### config.mk
export PLATFORM = sky130hd
export DESIGN_NAME = line_substring_filter_unit
export DESIGN_NICKNAME = d
export VERILOG_FILES = /design/src/lsf_pkg.sv /design/src/lsf_cell.sv /design/src/lsf_out_queue.sv /design/src/line_substring_filter_unit.sv
export SDC_FILE = /design/constraint.sdc
export NUM_CORES = 2
export LEC_CHECK = 0
export ABC_CLOCK_PERIOD_IN_PS = 5100
export BUFFER_PORTS_ARGS = -buffer_cell sky130_fd_sc_hd__clkbuf_2
export CAP_MARGIN = 40
export CORE_AREA = 2 2 257 259
export DETAILED_ROUTE_END_ITERATION = 10
export DIE_AREA = 0 0 259 261
export PLACE_DENSITY = 0.89
export SLEW_MARGIN = 20
export SYNTH_ARGS = -nofsm -noshare
export SYNTH_HDL_FRONTEND = slang
export SYNTH_SLANG_ARGS = --single-unit
### constraint.sdc
create_clock -name clk -period 5.1 [get_ports clk]
set_clock_uncertainty 0.1 [all_clocks]
set_input_delay 0.51 -clock clk [delete_from_list [all_inputs] [get_ports clk]]
set_output_delay 0.51 -clock clk [all_outputs]
set_load 0.005 [all_outputs]
### src/lsf_pkg.sv
package lsf_pkg;

  localparam int LEN_W     = 6;
  localparam int CFG_IDX_W = 3;
  localparam int CFG_W     = 64;
  localparam int CNT_W     = 32;
  localparam int Q_DEPTH   = 4;

  localparam logic [7:0] CHAR_NL    = 8'd10;
  localparam logic [7:0] CHAR_UC_A  = 8'd65;
  localparam logic [7:0] CHAR_UC_Z  = 8'd90;
  localparam logic [7:0] CASE_DELTA = 8'd32;

  localparam logic [CFG_IDX_W-1:0] REG_PAT0   = 3'd0;
  localparam logic [CFG_IDX_W-1:0] REG_PAT1   = 3'd1;
  localparam logic [CFG_IDX_W-1:0] REG_PAT2   = 3'd2;
  localparam logic [CFG_IDX_W-1:0] REG_PAT3   = 3'd3;
  localparam logic [CFG_IDX_W-1:0] REG_LEN    = 3'd4;
  localparam logic [CFG_IDX_W-1:0] REG_ICASE  = 3'd5;
  localparam logic [CFG_IDX_W-1:0] REG_NUMBER = 3'd6;
  localparam logic [CFG_IDX_W-1:0] REG_COUNT  = 3'd7;

  localparam logic KIND_VERDICT = 1'b0;
  localparam logic KIND_COUNT   = 1'b1;

  typedef struct packed {
    logic [7:0] text_byte;
    logic       end_of_stream;
  } in_item_t;

  typedef struct packed {
    logic             result_kind;
    logic             line_matched;
    logic             show_number;
    logic [CNT_W-1:0] line_number;
    logic [CNT_W-1:0] match_total;
    logic             last_result;
  } out_item_t;

  // per-cycle control broadcast to every cell
  typedef struct packed {
    logic upd;
    logic clr;
    logic fold_en;
  } cell_ctrl_t;

  function automatic logic [7:0] fold_byte(input logic [7:0] c, input logic en);
    logic [7:0] r;
    r = c;
    if (en && c >= CHAR_UC_A && c <= CHAR_UC_Z) begin
      r = c + CASE_DELTA;
    end
    return r;
  endfunction

  function automatic logic [CNT_W-1:0] sat_inc(input logic [CNT_W-1:0] x);
    logic [CNT_W-1:0] r;
    r = x;
    if (x != {CNT_W{1'b1}}) begin
      r = x + CNT_W'(1);
    end
    return r;
  endfunction

endpackage

### src/lsf_cell.sv
module lsf_cell #(
  parameter int IDX = 0
) (
  input  logic                    clk,
  input  logic                    rst_n,
  input  lsf_pkg::cell_ctrl_t     ctrl_i,
  input  logic [7:0]              pat_byte_i,
  input  logic [7:0]              text_i,
  input  logic [lsf_pkg::LEN_W-1:0] used_len_i,
  input  logic                    prev_i,
  output logic                    match_o,
  output logic                    hit_o
);
  import lsf_pkg::*;

  logic match_r;
  logic match_nxt;
  logic active;
  logic is_last;
  logic eq;
  logic bit_new;

  assign active  = LEN_W'(IDX) < used_len_i;
  assign is_last = LEN_W'(IDX) == (used_len_i - LEN_W'(1));
  assign eq      = fold_byte(pat_byte_i, ctrl_i.fold_en) == text_i;
  assign bit_new = prev_i & eq & active;

  always_comb begin
    match_nxt = match_r;
    if (ctrl_i.clr) begin
      match_nxt = 1'b0;
    end else if (ctrl_i.upd) begin
      match_nxt = bit_new;
    end
  end

  always_ff @(posedge clk) begin
    if (!rst_n) begin
      match_r <= 1'b0;
    end else begin
      match_r <= match_nxt;
    end
  end

  assign match_o = match_r;
  assign hit_o   = bit_new & is_last;

endmodule

### src/lsf_out_queue.sv
module lsf_out_queue (
  input  logic               clk,
  input  logic               rst_n,
  input  logic [1:0]         push_cnt_i,
  input  lsf_pkg::out_item_t item0_i,
  input  lsf_pkg::out_item_t item1_i,
  output logic               room_o,
  output logic               out_valid,
  input  logic               out_ready,
  output lsf_pkg::out_item_t out_data
);
  import lsf_pkg::*;

  localparam int PW = $clog2(Q_DEPTH);
  localparam int CW = $clog2(Q_DEPTH + 1);

  out_item_t       mem_r [Q_DEPTH];
  logic [PW-1:0]   wr_r, wr_nxt;
  logic [PW-1:0]   rd_r, rd_nxt;
  logic [CW-1:0]   cnt_r, cnt_nxt;
  logic            pop;

  assign pop       = out_valid & out_ready;
  assign out_valid = cnt_r != '0;
  assign out_data  = mem_r[rd_r];
  // two free slots guarantee room for the largest request
  assign room_o    = cnt_r <= CW'(Q_DEPTH - 2);

  always_comb begin
    wr_nxt  = wr_r + PW'(push_cnt_i);
    rd_nxt  = rd_r + PW'(pop);
    cnt_nxt = cnt_r + CW'(push_cnt_i) - CW'(pop);
  end

  always_ff @(posedge clk) begin
    if (!rst_n) begin
      wr_r  <= '0;
      rd_r  <= '0;
      cnt_r <= '0;
    end else begin
      wr_r  <= wr_nxt;
      rd_r  <= rd_nxt;
      cnt_r <= cnt_nxt;
    end
  end

  always_ff @(posedge clk) begin
    if (push_cnt_i != 2'd0) begin
      mem_r[wr_r] <= item0_i;
    end
    if (push_cnt_i == 2'd2) begin
      mem_r[wr_r + PW'(1)] <= item1_i;
    end
  end

endmodule

### src/line_substring_filter_unit.sv
// Channel  | Handshake              | Payload
// in_      | in_valid / in_ready    | in_data  (text_byte, end_of_stream)
// out_     | out_valid / out_ready  | out_data (kind, matched, numbers, last)
// cfg_     | cfg_valid / cfg_ready  | cfg_index, cfg_data (cfg_ready always 1)
//
// One byte per cycle while in_ready is high: a row of PATTERN_MAX cells updates its partial-match bits
// in the cycle a byte is accepted, and verdicts go into a 4-entry result queue.
// An end-of-stream request can give two results; the queue drains one a cycle while out_ready is high.
// in_ready drops only while the queue has fewer than two free slots.
// Reset (rst_n, synchronous) clears registers, line state, counters and queue.
module line_substring_filter_unit #(
  parameter int PATTERN_MAX = 32,
  parameter int CHUNK_MAX   = 99
) (
  input  logic                              clk,
  input  logic                              rst_n,
  input  logic                              in_valid,
  output logic                              in_ready,
  input  lsf_pkg::in_item_t                 in_data,
  output logic                              out_valid,
  input  logic                              out_ready,
  output lsf_pkg::out_item_t                out_data,
  input  logic                              cfg_valid,
  output logic                              cfg_ready,
  input  logic [lsf_pkg::CFG_IDX_W-1:0]     cfg_index,
  input  logic [lsf_pkg::CFG_W-1:0]         cfg_data
);
  import lsf_pkg::*;

  localparam int BW = $clog2(CHUNK_MAX + 1);

  logic [3:0][CFG_W-1:0] pat_r;
  logic [LEN_W-1:0]      len_r;
  logic                  icase_r;
  logic                  number_r;
  logic                  count_r;

  logic                  lhm_r, lhm_nxt;
  logic [BW-1:0]         bil_r, bil_nxt;
  logic [CNT_W-1:0]      ls_r, ls_nxt;
  logic [CNT_W-1:0]      ml_r, ml_nxt;

  logic [LEN_W-1:0]      used_len;
  logic [7:0]            text_f;
  logic                  accept;
  logic                  is_byte;
  cell_ctrl_t            ctrl;
  logic [PATTERN_MAX:0]  chain;
  logic [PATTERN_MAX-1:0] hits;
  logic                  new_hit;
  logic [BW-1:0]         bil_inc;
  logic                  line_end;
  logic                  hit_line;
  logic                  has_line;
  logic [CNT_W-1:0]      ls_inc, ml_fin;
  logic [1:0]            push_cnt;
  out_item_t             item0, item1;
  logic                  q_room;

  assign cfg_ready = 1'b1;

  always_ff @(posedge clk) begin
    if (!rst_n) begin
      pat_r    <= '0;
      len_r    <= '0;
      icase_r  <= 1'b0;
      number_r <= 1'b0;
      count_r  <= 1'b0;
    end else if (cfg_valid && cfg_ready) begin
      case (cfg_index)
        REG_PAT0, REG_PAT1, REG_PAT2, REG_PAT3: begin
          pat_r[cfg_index[1:0]] <= cfg_data;
        end
        REG_LEN:    len_r    <= cfg_data[LEN_W-1:0];
        REG_ICASE:  icase_r  <= cfg_data[0];
        REG_NUMBER: number_r <= cfg_data[0];
        REG_COUNT:  count_r  <= cfg_data[0];
        default: ;
      endcase
    end
  end

  assign used_len = (len_r > LEN_W'(PATTERN_MAX)) ? LEN_W'(PATTERN_MAX) : len_r;
  assign text_f   = fold_byte(in_data.text_byte, icase_r);
  assign in_ready = q_room;
  assign accept   = in_valid & in_ready;
  assign is_byte  = ~in_data.end_of_stream;

  assign bil_inc  = bil_r + BW'(1);
  assign line_end = (in_data.text_byte == CHAR_NL) || (bil_inc >= BW'(CHUNK_MAX));
  assign has_line = bil_r != '0;

  always_comb begin
    ctrl.fold_en = icase_r;
    ctrl.upd     = accept & is_byte & (used_len != '0);
    ctrl.clr     = accept & (in_data.end_of_stream | line_end);
  end

  assign chain[0] = 1'b1;

  for (genvar k = 0; k < PATTERN_MAX; k++) begin : g_cell
    lsf_cell #(.IDX(k)) u_cell (
      .clk        (clk),
      .rst_n      (rst_n),
      .ctrl_i     (ctrl),
      .pat_byte_i (pat_r[k / 8][8 * (k % 8) +: 8]),
      .text_i     (text_f),
      .used_len_i (used_len),
      .prev_i     (chain[k]),
      .match_o    (chain[k+1]),
      .hit_o      (hits[k])
    );
  end

  assign new_hit  = ctrl.upd & (|hits);
  assign hit_line = lhm_r | new_hit | (used_len == '0);
  assign ls_inc   = sat_inc(ls_r);
  assign ml_fin   = hit_line ? sat_inc(ml_r) : ml_r;

  always_comb begin
    lhm_nxt  = lhm_r;
    bil_nxt  = bil_r;
    ls_nxt   = ls_r;
    ml_nxt   = ml_r;
    push_cnt = 2'd0;

    item0.result_kind  = KIND_VERDICT;
    item0.line_matched = hit_line;
    item0.show_number  = number_r;
    item0.line_number  = ls_inc;
    item0.match_total  = ml_fin;
    item0.last_result  = 1'b1;

    item1.result_kind  = KIND_COUNT;
    item1.line_matched = 1'b0;
    item1.show_number  = number_r;
    item1.line_number  = ls_inc;
    item1.match_total  = ml_fin;
    item1.last_result  = 1'b1;

    if (accept) begin
      if (is_byte) begin
        if (line_end) begin
          push_cnt = 2'd1;
          lhm_nxt  = 1'b0;
          bil_nxt  = '0;
          ls_nxt   = ls_inc;
          ml_nxt   = ml_fin;
        end else begin
          lhm_nxt = lhm_r | new_hit;
          bil_nxt = bil_inc;
        end
      end else begin
        // end of stream: close a partial line, then the optional count
        if (has_line) begin
          item0.last_result = ~count_r;
          push_cnt = count_r ? 2'd2 : 2'd1;
        end else if (count_r) begin
          item0 = item1;
          item0.line_number = ls_r;
          item0.match_total = ml_r;
          push_cnt = 2'd1;
        end
        lhm_nxt = 1'b0;
        bil_nxt = '0;
        ls_nxt  = '0;
        ml_nxt  = '0;
      end
    end
  end

  always_ff @(posedge clk) begin
    if (!rst_n) begin
      lhm_r <= 1'b0;
      bil_r <= '0;
      ls_r  <= '0;
      ml_r  <= '0;
    end else begin
      lhm_r <= lhm_nxt;
      bil_r <= bil_nxt;
      ls_r  <= ls_nxt;
      ml_r  <= ml_nxt;
    end
  end

  lsf_out_queue u_queue (
    .clk        (clk),
    .rst_n      (rst_n),
    .push_cnt_i (push_cnt),
    .item0_i    (item0),
    .item1_i    (item1),
    .room_o     (q_room),
    .out_valid  (out_valid),
    .out_ready  (out_ready),
    .out_data   (out_data)
  );

endmodule

# Word-level counts from Yosys, hierarchy flattened
# Memory sizes are Yosys's and may differ from the RTL's. A register that Yosys moved wholly into a read port is not among the register bits.
# Index checks and enable logic that the tools add are counted.
# totals
reg_bits	375
mem_bits_rw	272
output_inout_bits	71
word_cells	522
mem_count	1
# op_classes
add_sub_neg	42
n_lt_le_gt_ge	103
eq_ne	74
n_mux	64
bitwise_logic	107
n_reduce_logical	85
# memory_table
memory	depth	word_bits	rd	rd_clocked_by_memory_dff	write_ports	line	source
u_queue.mem_r	4	68	1	1	2	lsf_out_queue.sv:17	out_item_t mem_r [Q_DEPTH];
# ops
op	n
$add 8x6->8 const B	33
$ge 8x7->1 const B	33
$le 8x7->1 const B	33
$mux 8	33
$bwmux 256	1
$eq 8x8->1	32
$mux 32	7
$mux 68	3
$demux 64 s2	1
$and 1x1->1	101
$eq 5x6->1 const A	16
$lt 5x6->1 const A	16
$logic_and 1x1->1	67
$mux 67	1
$add 32x1->32 const B	2
$mux 64	1
$ne 32x32->1 const B	2
$eq 4x6->1 const A	8
$lt 4x6->1 const A	8
$reduce_or 32->1	1
$eq 3x6->1 const A	4
$lt 3x6->1 const A	4
$mux 7	2
$eq 2x6->1 const A	2
35 further kinds	64

# Longest topological paths before layout
# logic_depth
word_depth	17
depth_mapped	19
ltp_nobuf	13

# Modules after synthesis
# From an unflattened synthesis, not the netlist that was laid out.
# unflattened
cells_unflattened	3760
hier_area_um2	38145.3
# by_module_without_submodules
mod	n_inst	cells_per_inst	area_each_um2	seq_area_each_um2
line_substring_filter_unit	1	2002	15732.6	6746.5
lsf_out_queue	1	704	13623.1	8308.0
lsf_cell (g_cell[21].u_cell ...)	3	32	275.3	20.0
lsf_cell (g_cell[13].u_cell ...)	3	32	266.5	20.0
lsf_cell (g_cell[2].u_cell ...)	2	31	276.5	20.0
lsf_cell (g_cell[19].u_cell ...)	2	32	272.8	20.0
lsf_cell (g_cell[3].u_cell ...)	2	32	271.5	20.0
lsf_cell (g_cell[11].u_cell ...)	2	31	264.0	20.0
lsf_cell (g_cell[22].u_cell)	1	39	304.0	20.0
lsf_cell (g_cell[17].u_cell)	1	39	301.5	20.0
lsf_cell (g_cell[31].u_cell)	1	38	300.3	20.0
lsf_cell (g_cell[15].u_cell)	1	39	290.3	20.0
lsf_cell (g_cell[20].u_cell)	1	37	281.5	20.0
lsf_cell (g_cell[16].u_cell)	1	31	280.3	20.0
+12 rows	--	--	--	--

# Least setup slack after synthesis
# Ideal clock, no wire load.
# synth_timing
path_kind	input port to flip-flop
startpoint	input port in_data[4] (netlist name)
endpoint	memory u_queue.mem_r[1][8] (netlist name) (data pin)
setup_time_ps	169
arrival_time_ps	5238
t_required_ps	4831
slack_ps	-407
path_stages	14
cell_sequence	buf_2 > buf_2 > buf_1 > nand2_1 > nor4_1 > nand2_1 > a31oi_1 > nor2_1 > nor2_1 > nor2_1 > inv_1 > clkbuf_1 > o311ai_0 > o31ai_1
# synth_rtl
item	line	source
start, declared	line_substring_filter_unit.sv:19	input lsf_pkg::in_item_t in_data,
end, declared	lsf_out_queue.sv:17	

==> impl_metrics.ini <==
[placement]
dp_cells = 4868
gp_congestion = 0.970
port_buffers = 150
placed_cell_area_sq_um = 37900
hpwl_mm = 70.3

[sta]
grt_setup_unrepaired = false
maxSlewViolCount = 0
min_period_ns = 4.55
slew_headroom_pct = 36.8
final-setup-viol-count = 0
final.period_utilization_pct = 89.3
tns_ns = 0
finalHoldViolCount = 0
whs_ns = 0.0713
tightest_slew_ns = 0.947
fmax_mhz = 220

[floorplan]
dieArea_sq_um = 67600
core-area_sq_um = 65000
num_rows = 94
io_pins = 152
die_w_um = 259
die_h_um = 261
initial_core_util_pct = 56.1

[cells_and_area]
layout_common_cells = nand2_1, dfxtp_1, edfxtp_1, a21boi_0, o21ai_0
multi_input_area_sq_um = 19300
layout_commonest_cell = nand2_1
nFillCells = 5011
fin_area_sq_um = 40300
layout.cells.non_filler = 5000
drive_above_1_share_pct = 11.6
area_delta_synth_final_pct = 10.3
nets = 4204
seq_area_sq_um = 15600

[hold_path]
worstHoldEndpoint = pat_r[89]$_SDFFE_PN0P_
hold_depth = 3
min-delay-start = cfg_data[25]
hold_path_class = input port to flop

[yosys]
ys.flop_type = dfxtp_1
synth.avg_cell_area_sq_um = 8.89
ys_ff_latch = 647
synth_nets = 4233
syn-cell-area_sq_um = 36500
yosys.cell_types.count = 81
synth_enable_flop_cells = 260
yosys_warnings = 0
ys_seq_area_share_pct = 42.6
syn_inst = 4106
synthArstFlopShare_pct = 0

[worst_setup_path]
worstSetupEndpointType = flop
cp.required_ns = 5.44
criticalPathCategory = flop to flop
ff2ff_setup_slack_ns = 0.55
arrival_ns = 4.90
startpoint_type = flop
worstPathMaxFanout = 61
reg2reg_depth = 12
reg2reg_from = len_r[2]$_SDFFE_PN0P_
reg2reg_to = u_queue.mem_r[0][29]$_DFFE_PP_

[grt]
grt.total_usage_pct = 32.0
grtUsageMet1_pct = 37.5
busiest_layer = met2
antenna_found_initial = 10
grtUsageMet3_pct = 6.78
use_met2_pct = 53.8
grt_pass1_wl_mm = 173
grt_max_degree = 98
grt_pass1_vias = 32200
grt-ovfl-total = 0

[cts]
ctsResizeCount = 0
clk_pin_slew_ns = 0.06
h-tree-depth = 3
clockBufferDepth = 3
cts_tree = yes
cts_made_buffers = 70
post_cts_buffers = 0
clockRootBuffer = clkbuf_16
clock-sinks = 647
clock_latency_ns = 0.63
cts_hold_buf = 0

[power_and_ir_drop]
p_leak_nw = 13.2
p_per_area_nw_per_um2 = 316
ir_worst_vdd_uv = 238

[route]
postRouteAntennaNets = 0
wl_mm = 111
drc = 0
dr.pass1.iters = 8
num_vias = 33300
viasPerCell = 6.67
avgRoutedWirePerCell_um = 22.2
drt_iter0_drc = 4220

[job]
maxCapViolations = 0

[status]
status = finished clean
-- flip-flops by register name (all words and copies together) (netlist names), 3 cells and up --
signal and count:
ls_r 32, u_queue.cnt_r 3, u_queue.mem_r 272, ml_r 32
g_cell.u_cell.match_o 31, len_r 6, bil_r 7, pat_r 256
-- worst max path at each step --
stage | startpoint | to | slack, ns | depth (start not counted)
final | len_r[2]$_SDFFE_PN0P_ | u_queue.mem_r[0][29]$_DFFE_PP_ | 0.55 | 12
after global routing | bil_r[2]$_SDFFE_PN0P_ | u_queue.mem_r[1][32]$_DFFE_PP_ | 0.36 | 14
after CTS | bil_r[2]$_SDFFE_PN0P_ | u_queue.mem_r[0][40]$_DFFE_PP_ | 0.66 | 12
after global placement | in_data[1] | u_queue.mem_r[0][2]$_DFFE_PP_ | 0.38 | 13
after floorplan | in_data[4] | u_queue.mem_r[0][55]$_DFFE_PP_ | 0.18 | 14
after detailed placement | in_data[1] | u_queue.mem_r[0][29]$_DFFE_PP_ | 0.28 | 14
-- metrics by stage --
step | util (%) | setup WS, ns | power, mW
floorplan | - | 0.175 | 6.88
global placement | 58.1 | 0.383 | 7.52
detailed placement | 58.3 | 0.282 | 7.60
CTS | 61.9 | 0.660 | 12.7
global route | 61.9 | 0.360 | 13.1
finish | 61.9 | 0.545 | 12.7
-- cell families (layout without fill, tap and decap cells) --
kind of cell               after synthesis  count (layout)  share of synthesized area [%]
AOI/OAI and AO/OA                     1137            1137                           21.1
DFF                                    647             647                           42.6
buffers and inverters                  447             470                           4.93
xor gates and xnor gates               268             268                           6.43
muxes                                   77              77                           4.44
adders and majority gates               46              46                           1.60
and+or+nand+nor                       1483            1483                           18.9
other                                    1               8                         0.0103
-- layout make-up --
type | count | share of cell area, %
sequential | 647 | 38.6
clock inverter | 25 | 0.662
antenna | 7 | 0.0435
clock buffer | 99 | 5.10
multi-input combinational | 3012 | 47.8
inverter | 100 | 0.938
tap | 864 | 2.68
timing repair buffer | 246 | 4.12
-- power by group --
part	switching [mW]	total, mW	internal, mW
clock network	2.15	5.20	3.06
registers	0.169	5.68	5.51
logic	1.05	1.86	0.807
total	3.37	12.7	9.37
-- synth_stat cells, types with 13 or more instances --
cell type    n  area [sq um]
xor2_1     108           946
a311oi_1    25           219
dfxtp_1    387          7750
nand2b_1    13          81.3
nor4_1      31           194
edfxtp_1   260          7810
and2_1      32           200
or2_2       21           131
a31oi_1     25           156
o41ai_1     44           385
a21o_1      57           428
nor3_1      49           245
nor2_1     182           683
a21oi_1    165           826
nand2_1    784          2940
a211oi_1    58           435
o21ai_1     13          65.1
nand4_1     76           475
mux4_2      68          1530
ha_1        45           563
buf_2       36           180
xnor2_1    160          1400
o311ai_0    41           359
nand3_1     71           355
nor2b_1     20           125
o31ai_1    134          1010
or3_1       55           344
o21ai_0    232          1160
inv_1       99           372
a21boi_0   259          1940
o22ai_1     17           106
buf_1       20          75.1
and3_1      31           194
or4_1       83           623
clkbuf_1   278          1040
-- per-layer routing --
layer	up-vias	part of all wire, %
met4	10	6.4
met5	-	0.051
met1	15500	35
met3	613	11
met2	2328	47
li1	14900	-
-- critical path, cell delays in order, from the launching register on --
cell and delay [ns]:
dfxtp_1 0.75, nor2_1 0.29, and3_1 0.42, nor4_1 0.35, nand3_1 0.16, nor4_1 0.37
a221oi_1 0.14, a31oi_1 0.39, o21bai_4 0.21, buf_12 0.24, buf_12 0.20, or4_1 0.47
a21oi_1 0.24
Power figures use the tool's default switching activity.
